--- config.mk ---
export PLATFORM = sky130hd
export DESIGN_NAME = acpi_s5_sleep_type_scanner_top
export DESIGN_NICKNAME = d
export VERILOG_FILES = /design/src/sv/s5scan_pkg.sv /design/src/sv/s5scan_parse.sv /design/src/sv/acpi_s5_sleep_type_scanner_top.sv
export SDC_FILE = /design/constraint.sdc
export NUM_CORES = 1
export LEC_CHECK = 0
export BUFFER_PORTS_ARGS = -buffer_cell sky130_fd_sc_hd__clkbuf_2
export CAP_MARGIN = 20
export CORE_MARGIN = 2
export CORE_UTILIZATION = 30
export CTS_CLUSTER_DIAMETER = 100
export DETAILED_ROUTE_END_ITERATION = 12
export PLACE_DENSITY = 0.57
export SLEW_MARGIN = 0
export SYNTH_ARGS = -nofsm -noshare
export SYNTH_HDL_FRONTEND = slang
export SYNTH_SLANG_ARGS = --single-unit
--- constraint.sdc ---
create_clock -name clk_i -period 4.4 [get_ports clk_i]
set_input_delay 0.88 -clock clk_i [delete_from_list [all_inputs] [get_ports clk_i]]
set_output_delay 0.88 -clock clk_i [all_outputs]
set_load 0.05 [all_outputs]
--- src/sv/s5scan_pkg.sv ---
// s5scan_pkg: types, constants and helpers shared by the s5 sleep-type scanner
// used by s5scan_parse and acpi_s5_sleep_type_scanner_top, no dependencies
`default_nettype none

package s5scan_pkg;

  localparam int unsigned PACKAGE_WINDOW_DEF = 16;
  localparam int unsigned TAIL_MARGIN_DEF    = 12;
  localparam int unsigned LENGTH_BITS_DEF    = 20;

  localparam int unsigned TABLE_LEN_W = 20;
  localparam int unsigned BYTE_W      = 8;
  localparam int unsigned VALUE_W     = 16;

  localparam logic [31:0] NAME_WORD   = 32'h5F53_355F;
  localparam logic [7:0]  PKG_OP      = 8'h12;
  localparam logic [7:0]  BYTE_PREFIX = 8'h0A;
  localparam logic [7:0]  LEN_MASK    = 8'hC0;
  localparam logic [7:0]  LEN_TWO     = 8'h40;

  typedef enum logic [3:0] {
    PH_SEARCH  = 4'd0,
    PH_LEN0    = 4'd1,
    PH_LEN1    = 4'd2,
    PH_COUNT   = 4'd3,
    PH_A_FIRST = 4'd4,
    PH_A_VALUE = 4'd5,
    PH_B_FIRST = 4'd6,
    PH_B_VALUE = 4'd7,
    PH_DONE    = 4'd8
  } s5scan_phase_e;

  typedef struct packed {
    logic                 produce;
    logic                 found;
    logic [VALUE_W-1:0]   sleep_type_a;
    logic [VALUE_W-1:0]   sleep_type_b;
  } s5scan_res_t;

  // value << 10, kept to 16 bits
  function automatic logic [VALUE_W-1:0] shifted(input logic [BYTE_W-1:0] b);
    shifted = {b[5:0], 10'b0};
  endfunction

endpackage

`default_nettype wire

--- src/sv/s5scan_parse.sv ---
// s5scan_parse: scan state registers and the per-byte step logic
// depends on s5scan_pkg
`default_nettype none

module s5scan_parse
  import s5scan_pkg::*;
#(
  parameter int unsigned PackageWindow = PACKAGE_WINDOW_DEF,
  parameter int unsigned TailMargin    = TAIL_MARGIN_DEF,
  parameter int unsigned LengthBits    = LENGTH_BITS_DEF
) (
  input  wire logic                  clk_i,
  input  wire logic                  rst_ni,
  input  wire logic                  step_i,
  input  wire logic [BYTE_W-1:0]     byte_i,
  input  wire logic                  last_i,
  input  wire logic [LengthBits-1:0] table_len_i,
  output s5scan_res_t                res_o
);

  localparam int unsigned WinW = $clog2(PackageWindow + 1);
  localparam int unsigned ExtW = LengthBits + 1;
  localparam logic [LengthBits-1:0] PosMax = {LengthBits{1'b1}};

  s5scan_phase_e          phase_q, phase_d;
  logic [LengthBits-1:0]  pos_q, pos_d;
  logic [23:0]            recent_q, recent_d;
  logic [WinW-1:0]        win_q, win_d;
  logic [VALUE_W-1:0]     first_q, first_d;
  logic                   given_q, given_d;

  logic [31:0]            word;
  logic                   name_hit;
  logic                   counts;
  logic [ExtW-1:0]        tail_end;
  logic                   found_now;

  assign word     = {recent_q, byte_i};
  assign name_hit = (word == NAME_WORD);
  assign tail_end = {1'b0, pos_q} - ExtW'(3) + ExtW'(TailMargin);
  assign counts   = name_hit && (pos_q >= LengthBits'(3)) && (pos_q != PosMax)
                    && (tail_end < {1'b0, table_len_i});

  always_comb begin
    phase_d   = phase_q;
    win_d     = win_q;
    first_d   = first_q;
    given_d   = given_q;
    found_now = 1'b0;
    unique case (phase_q)
      PH_SEARCH: begin
        if ((win_q != '0) && (byte_i == PKG_OP)) begin
          phase_d = PH_LEN0;
          win_d   = '0;
        end else begin
          if (win_q != '0) begin
            win_d = win_q - WinW'(1);
          end
          if (counts) begin
            win_d = WinW'(PackageWindow);
          end
        end
      end
      PH_LEN0: begin
        phase_d = ((byte_i & LEN_MASK) == LEN_TWO) ? PH_LEN1 : PH_COUNT;
      end
      PH_LEN1:  phase_d = PH_COUNT;
      PH_COUNT: phase_d = PH_A_FIRST;
      PH_A_FIRST: begin
        if (byte_i == BYTE_PREFIX) begin
          phase_d = PH_A_VALUE;
        end else begin
          first_d = shifted(byte_i);
          phase_d = PH_B_FIRST;
        end
      end
      PH_A_VALUE: begin
        first_d = shifted(byte_i);
        phase_d = PH_B_FIRST;
      end
      PH_B_FIRST: begin
        if (byte_i == BYTE_PREFIX) begin
          phase_d = PH_B_VALUE;
        end else begin
          found_now = 1'b1;
          given_d   = 1'b1;
          phase_d   = PH_DONE;
        end
      end
      PH_B_VALUE: begin
        found_now = 1'b1;
        given_d   = 1'b1;
        phase_d   = PH_DONE;
      end
      default: phase_d = PH_DONE;
    endcase

    recent_d = {recent_q[15:0], byte_i};
    pos_d    = (pos_q == PosMax) ? pos_q : pos_q + LengthBits'(1);

    if (last_i) begin
      phase_d  = PH_SEARCH;
      pos_d    = '0;
      recent_d = '0;
      win_d    = '0;
      first_d  = '0;
      given_d  = 1'b0;
    end
  end

  always_comb begin
    res_o.produce      = found_now || (last_i && !given_q);
    res_o.found        = found_now;
    res_o.sleep_type_a = found_now ? first_q : '0;
    res_o.sleep_type_b = found_now ? shifted(byte_i) : '0;
  end

  always_ff @(posedge clk_i or negedge rst_ni) begin
    if (!rst_ni) begin
      phase_q  <= PH_SEARCH;
      pos_q    <= '0;
      recent_q <= '0;
      win_q    <= '0;
      first_q  <= '0;
      given_q  <= 1'b0;
    end else if (step_i) begin
      phase_q  <= phase_d;
      pos_q    <= pos_d;
      recent_q <= recent_d;
      win_q    <= win_d;
      first_q  <= first_d;
      given_q  <= given_d;
    end
  end

  a_win_only_searching: assert property (@(posedge clk_i) disable iff (!rst_ni)
    (win_q != '0) |-> (phase_q == PH_SEARCH))
    else $error("package window open outside search");

  a_given_means_done: assert property (@(posedge clk_i) disable iff (!rst_ni)
    given_q |-> (phase_q == PH_DONE))
    else $error("result flag set outside done phase");

  a_last_clears: assert property (@(posedge clk_i) disable iff (!rst_ni)
    (step_i && last_i) |=> (pos_q == '0 && phase_q == PH_SEARCH && !given_q))
    else $error("scan state not cleared after last byte");

  a_found_phase: assert property (@(posedge clk_i) disable iff (!rst_ni)
    res_o.found |-> (phase_q == PH_B_FIRST || phase_q == PH_B_VALUE))
    else $error("found outside value phase");

endmodule

`default_nettype wire

--- src/sv/acpi_s5_sleep_type_scanner_top.sv ---
// acpi_s5_sleep_type_scanner_top: input register, scan step, result register
// depends on s5scan_pkg and s5scan_parse
//
//   channel   direction  payload
//   s_axis    in         tdata[7:0] data_byte, tlast last
//   m_axis    out        tdata[15:0] sleep_type_a, [31:16] sleep_type_b, tuser[0] found
//   cfg       in         data[19:0] table_length
//
// one byte per cycle while m_axis does not stall: a byte waits in the input register,
// its step updates the scan state and loads any result in the same cycle
// m_axis_tvalid rises only after the byte has passed the input register and then
// the result register, so the result transfer follows both
// reset clears all scan state and table_length to zero
// a stalled m_axis holds only a byte that produces a result, other bytes flow
`default_nettype none

module acpi_s5_sleep_type_scanner_top
  import s5scan_pkg::*;
#(
  parameter int unsigned PackageWindow = PACKAGE_WINDOW_DEF,
  parameter int unsigned TailMargin    = TAIL_MARGIN_DEF,
  parameter int unsigned LengthBits    = LENGTH_BITS_DEF
) (
  input  wire logic                   clk_i,
  input  wire logic                   rst_ni,
  input  wire logic                   s_axis_tvalid_i,
  output logic                        s_axis_tready_o,
  input  wire logic [7:0]             s_axis_tdata_i,   // data_byte
  input  wire logic                   s_axis_tlast_i,
  output logic                        m_axis_tvalid_o,
  input  wire logic                   m_axis_tready_i,
  output logic [31:0]                 m_axis_tdata_o,   // sleep_type_a, sleep_type_b
  output logic [0:0]                  m_axis_tuser_o,   // found
  input  wire logic                   cfg_valid_i,
  output logic                        cfg_ready_o,
  input  wire logic [TABLE_LEN_W-1:0] cfg_data_i        // table_length
);

  logic                  in_valid_q;
  logic [BYTE_W-1:0]     in_byte_q;
  logic                  in_last_q;
  logic [LengthBits-1:0] table_len_q;
  logic                  out_valid_q;
  s5scan_res_t           out_q;
  s5scan_res_t           res;
  logic                  out_free;
  logic                  advance;

  assign cfg_ready_o     = 1'b1;
  assign out_free        = !out_valid_q || m_axis_tready_i;
  assign advance         = in_valid_q && (!res.produce || out_free);
  assign s_axis_tready_o = !in_valid_q || advance;

  s5scan_parse #(
    .PackageWindow (PackageWindow),
    .TailMargin    (TailMargin),
    .LengthBits    (LengthBits)
  ) u_parse (
    .clk_i       (clk_i),
    .rst_ni      (rst_ni),
    .step_i      (advance),
    .byte_i      (in_byte_q),
    .last_i      (in_last_q),
    .table_len_i (table_len_q),
    .res_o       (res)
  );

  always_ff @(posedge clk_i or negedge rst_ni) begin
    if (!rst_ni) begin
      in_valid_q  <= 1'b0;
      out_valid_q <= 1'b0;
      table_len_q <= '0;
    end else begin
      if (s_axis_tvalid_i && s_axis_tready_o) begin
        in_valid_q <= 1'b1;
      end else if (advance) begin
        in_valid_q <= 1'b0;
      end
      if (advance && res.produce) begin
        out_valid_q <= 1'b1;
      end else if (m_axis_tready_i) begin
        out_valid_q <= 1'b0;
      end
      if (cfg_valid_i && cfg_ready_o) begin
        table_len_q <= LengthBits'(cfg_data_i);
      end
    end
  end

  always_ff @(posedge clk_i) begin
    if (s_axis_tvalid_i && s_axis_tready_o) begin
      in_byte_q <= s_axis_tdata_i;
      in_last_q <= s_axis_tlast_i;
    end
    if (advance && res.produce) begin
      out_q <= res;
    end
  end

  assign m_axis_tvalid_o = out_valid_q;
  assign m_axis_tdata_o  = {out_q.sleep_type_b, out_q.sleep_type_a};
  assign m_axis_tuser_o  = out_q.found;

endmodule

`default_nettype wire
Yosys cells after proc, flatten, opt, wreduce, memory -nomap -nowiden. Index checks and enable logic that the tools add are counted. W data, S select, Z words.

Add/sub/neg operators: 4. Magnitude comparators: 2. Equality and inequality tests: 17. Multiplexer cells: 26. Reductions and logical operators: 29.

Operator list (number): $mux W20 (2); $eq A32 B31 Y1 const B (1); $mux W16 (2); $pmux W16 S2 (1); $pmux W4 S7 (1); $mux W5 (5); $mux W24 (1); $add A21 B4 Y21 const B (1); $lt A21 B20 Y1 (1); $sub A20 B2 Y21 const B (1); $add A20 B1 Y20 const B (1); $eq A20 B20 Y1 const B (1); $ge A20 B2 Y1 const B (1); $ne A20 B20 Y1 const B (1); $eq A4 B3 Y1 const B (4); $mux W4 (3); $reduce_and A3 Y1 (3); $eq A4 B2 Y1 const B (2); $eq A8 B4 Y1 const B (1); $eq A8 B5 Y1 const B (1); $logic_and A1 B1 Y1 (8); $mux W1 (8); $ne A3 B3 Y1 const B (2); $reduce_bool A2 Y1 (3); 14 further kinds (23).

Register bits after elaboration: 134. Logic and storage cells: 93.

Longest topological paths before layout.
Word-level depth: 10. Gate-level depth with buffers: 15.

Hierarchy. Synthesis repeated with hierarchy kept, for this count alone.

Cells, all modules: 550. Area total of the unflattened synthesis: 6234.7 µm².

Modules (own cells, without submodules): s5scan_parse (times used 1, cells each 454, area each 4040.1 µm², sequential area each 1501.4 µm²); acpi_s5_sleep_type_scanner_top (times used 1, cells each 96, area each 2194.6 µm², sequential area each 1811.7 µm²).

Worst setup path before layout. OpenSTA, ideal clock, no wires.

Kind: reg2reg. From: register u_parse.pos_q[8]. To: register u_parse.win_q[3]. Setup time: 127 ps. Arrival time: 3663 ps. Data required time: 4273 ps. Path slack: 610 ps. Cell stages (with the launch flop): 15. Path buffers: 1. Clock period less this slack: 3790 ps. Cell sequence: dfrtp_1 > clkbuf_1 > nand4_1 > nor2_1 > and3_1 > and3_1 > nand4_1 > xnor2_1 > ha_1 > or4b_1 > nor4_1 > nand3_1 > or4b_4 > o21a_1 > a311o_2.

Word-level cells in the longest chain between the ends: 8.

RTL lines: from (decl) (line s5scan_parse.sv:26) `logic [LengthBits-1:0] pos_q, pos_d;`; from (signal assigned) (line s5scan_parse.sv:128) `pos_q <= pos_d;`; $sub A20 B2 Y21 / $ge A20 B2 Y1 (equally long branches) (line s5scan_parse.sv:40, s5scan_parse.sv:41); $add A21 B4 Y21 / $logic_and A1 B1 Y1 (equally long branches) (line s5scan_parse.sv:40, s5scan_parse.sv:41); $lt A21 B20 Y1 / $logic_and A1 B1 Y1 (equally long branches) (line s5scan_parse.sv:42, s5scan_parse.sv:41); $logic_and A1 B1 Y1 (*) (line s5scan_parse.sv:42) `&& (tail_end < {1'b0, table_len_i});`; $mux W5 (line s5scan_parse.sv:59) `if (counts) begin`; $mux W5 (line s5scan_parse.sv:52) `if ((win_q != '0) && (byte_i == PKG_OP)) begin`; $mux W5 (line s5scan_parse.sv:50) `unique case (phase_q)`; $mux W5 (line s5scan_parse.sv:101) `if (last_i) begin`; to (signal assigned) (line s5scan_parse.sv:130) `win_q <= win_d;`; to (decl) (line s5scan_parse.sv:28) `logic [WinW-1:0] win_q, win_d;`.

Mark *: on every way between the ends. The rest lies on a longest branch, timed or not. The select of a mux whose other input is x is not followed. A chain may end at the register's enable or synchronous reset.

Worst setup path after layout.
From: register u_parse.pos_q[7]. To: register u_parse.win_q[1].

Same word-level chain as after synthesis.

==> impl_results.md <==
* Total gr overflow at 0
* Fin worst setup slack at between 0.3 and 0.4 ns
* Die X at 139.9 um
* Clock Skew at 0.01141 ns
* WP data arrival at 4.25 ns
* H-Tree Depth at 3
* Post-synth EDFFs at 22
* DR iter-0 viols at 254
* I/O Buffers at 48
* Drt wl/cell at ~14 um
* Post-Synth Adder-Cell Area at 0.04740
* Layout cell share with drive strength beyond 1 at 0.1467
* Clk sink count at 104
* Pwr Total at around 2.4 mW
* Clock latency on the worst-skew pair at 0.36 ns
* Root Driver: clkbuf_16
* First-pass GRT wire length at 20050 um
* Cell type with the largest total area after synthesis: dfrtp_1
* Reg clk slew, reported paths at 0.08 ns
* Critical path's slowest cell: or4b_4
* Initial Util at 0.3075
* CTS tree: done
* Total Routing Usage GR at 0.1264
* Synth Instances at 591
* Upper clock frequency limit at 249.7 MHz
* Max_cap viols at 0
* CP max stage delay at 0.55 ns
* Period utilization at 0.9102
* Top-area cell type share of the netlist area at 0.3702
* Worst Hold Class: flip-flop to flip-flop
* Crit-path max FO at 7
* Ys Warns at 0
* Area growth from synthesis to layout at 13.23%
* Final setup violation count at 0
* Worst-Margin Slew at 0.7651 ns
* Final core utilization at 0.3482
* Residual DRC count at 0
* Setup TNS at 0 ns
* Startpoint Class: flip-flop
* Final Hold Viols at 0
* Post-synth top cells: nand2_1 (94), dfrtp_1 (82), o21ai_0 (65), nor2_1 (45), inv_1 (26)
* Nets at 684
* Placeable core region at between 0.015 and 0.02 mm^2
* Max VDD drop at ~0.19 mV
* Cell Area, Synth at approximately 0.0055 mm^2
* Crit Path Class: flip-flop to flip-flop
* Worst-path cell chain: nand4_1 -> nor2_1 -> and3_1 -> and3_1 -> nand4_1 -> xnor2_1 -> ha_1 -> or4b_1 -> nor4_1 -> nand3_1 -> or4b_4 -> o21a_1 -> nor2b_1 -> mux2_2
* Synth top area cells: dfrtp_1 (37%), edfxtp_1 (12%), nand2_1 (6.4%), o21ai_0 (5.9%), ha_1 (4.7%)
* Max-slew violations at 0
* Top-count cell post-synth: nand2_1
* Leak pwr at 2.738 nW
* Post-synth cell types at 57
* Main combinational cell family by area after synthesis: simple AND/OR/NAND/NOR gates
* Syn_area_per_cell at about 9.4 um^2
* Mux cell area share after synthesis at 0.004063
* DR vias/cell at approximately 4.7
* Post-synthesis sequential area ratio at 0.4894
* Reg2reg path depth at 14
* Async set or reset register ratio after synthesis at 0.7885
* Endpoint class of the critical path: flip-flop
* Relative slew slack at 0.4899
* Setup repair bufs after CTS at 0
* First drt pass iteration count at 4
* Min Tclk post-route at 4.005 ns
* Clock Tree Buf Depth at 2
* WHS Path Cells at 2
* Power Density at 386.7 mW/mm^2
* Pre-CTS worst setup slack at around 0.36 ns
* Vias in the first global route at a little under 4000
* Number of diodes at 0
* Maximum number of pins on one net before global-route repair at 58
* Synth Area in XOR/XNOR at 0.04740
* Detail Placement HPWL at roughly 8600 um
* Total CTS buffers at 9
* RSZ-0062 raised after global routing: no
* Antenna Violating Nets Remaining at 0
* Synth Area in Compound Gates at 0.1348
* #FFs+latches synth at between 100 and 150
* Die height at 139.9 um
* Vias at 4079
* Antenna violations before repair at 0
* Gpl congestion at 0.8243
* # rows at just under 50
* R2R setup slack at 0.40 ns
* IO Count at 70
* Prevailing post-synth register cell: dfrtp_1
* Synth Area in Simple Gates at 0.2063
* Critical Path RT at between 4 and 5 ns
* Die area at a little under 0.02 mm^2
* Status: finished, final reports clean
* Final wirelength at 11940 um
==> per-layer routing <==
metal,track usage,vias to the layer above,part of all wire
met3,0.02393,17,0.042
met1,0.1819,1904,0.50
met5,0,-,0
li1,-,2076,-
met4,0.04211,0,0.017
met2,0.1918,82,0.44
==> worst max-delay path: cells and delay by family, from the launching register on <==
family / cells / cell delay, ns
and+or+nand+nor: 10 / 2.61
DFF: 1 / 0.47
muxes: 1 / 0.25
AOI/OAI and AO/OA: 1 / 0.22
adders and majority gates: 1 / 0.18
xor gates and xnor gates: 1 / 0.15
==> timing repair <==
item | 4_1_cts | 5_1_grt
setup endpoints to repair | 0 | 3
hold buffers | 0 | 0
gates resized for setup | 0 | 1
==> final cells by class <==
cell class / instances / area [um^2]
Sequential cell: 104 / 2714
Clock buffer: 9 / 225.2
Inverter: 26 / 97.59
Clock inverter: 7 / 85.08
Timing Repair Buffer: 61 / 340.3
Multi-Input combinational cell: 427 / 2527
Tap cell: 229 / 286.5
Fill cell: 1847 / 11750
==> where the power goes <==
part           internal, mW  total (mW)  leakage, nW  switching, mW
sequential             1.08        1.17         1.29         0.0845
clock                 0.453       0.837        0.153          0.384
combinational         0.154       0.422         1.29          0.268
total                  1.69        2.43         2.74          0.736
==> cells in the final DEF (no fill, tap or decap), types with 3 or more instances in the layout <==
cell / n
a211oi_1: 3
a21oi_1: 22
a22oi_1: 9
and2_1: 13
and3_1: 5
buf_4: 14
clkbuf_16: 9
clkbuf_2: 47
clkinv_4: 3
conb_1: 21
dfrtp_1: 81
edfxtp_1: 22
ha_1: 21
inv_1: 26
nand2_1: 94
nand2b_1: 5
nand3_1: 7
nand4_1: 11
nor2_1: 45
nor2b_1: 4
nor3_1: 7
nor3b_1: 3
nor4_1: 11
o21ai_0: 65
o31ai_1: 4
or3_1: 10
or4b_1: 3
xnor2_1: 17
xor2_1: 13
==> registers in the layout, indices dropped and copies added, names as in the netlist, 4 cells and up <==
signal / count
u_parse.win_q: 5
u_parse.phase_q: 4
in_byte_q: 8
m_axis_tdata_o: 12
u_parse.recent_q: 24
table_len_q: 20
u_parse.pos_q: 20
u_parse.first_q: 6
==> final timing paths <==
path / start / to
max: u_parse.pos_q[7] / u_parse.win_q[1]
min: u_parse.recent_q[21] / u_parse.recent_q[21]
max reg2reg: u_parse.pos_q[7] / u_parse.win_q[1]
min reg2reg: u_parse.recent_q[21] / u_parse.recent_q[21]
max in group asynchronous: rst_ni / u_parse.recent_q[21]
min in group asynchronous: rst_ni / table_len_q[15]
==> metrics by stage <==
stage / std cells / instance area [um^2] / hold WS [ns]
floorplan: 610 / 5614 / 0.4412
global placement: 846 / 5957 / 0.4638
detailed placement: 846 / 5957 / 0.4710
CTS: 862 / 6267 / 0.4875
global route: 863 / 6276 / 0.5021
finish: 863 / 6276 / 0.4769
==> cells by family after synthesis <==
group,count (synthesis)
compound gates,122
mux,2
flops,104
fa+ha+maj,21
buf+inv,79
other cells,2
xor+xnor,30
simple gates,231
Power figures use the tool's default switching activity.
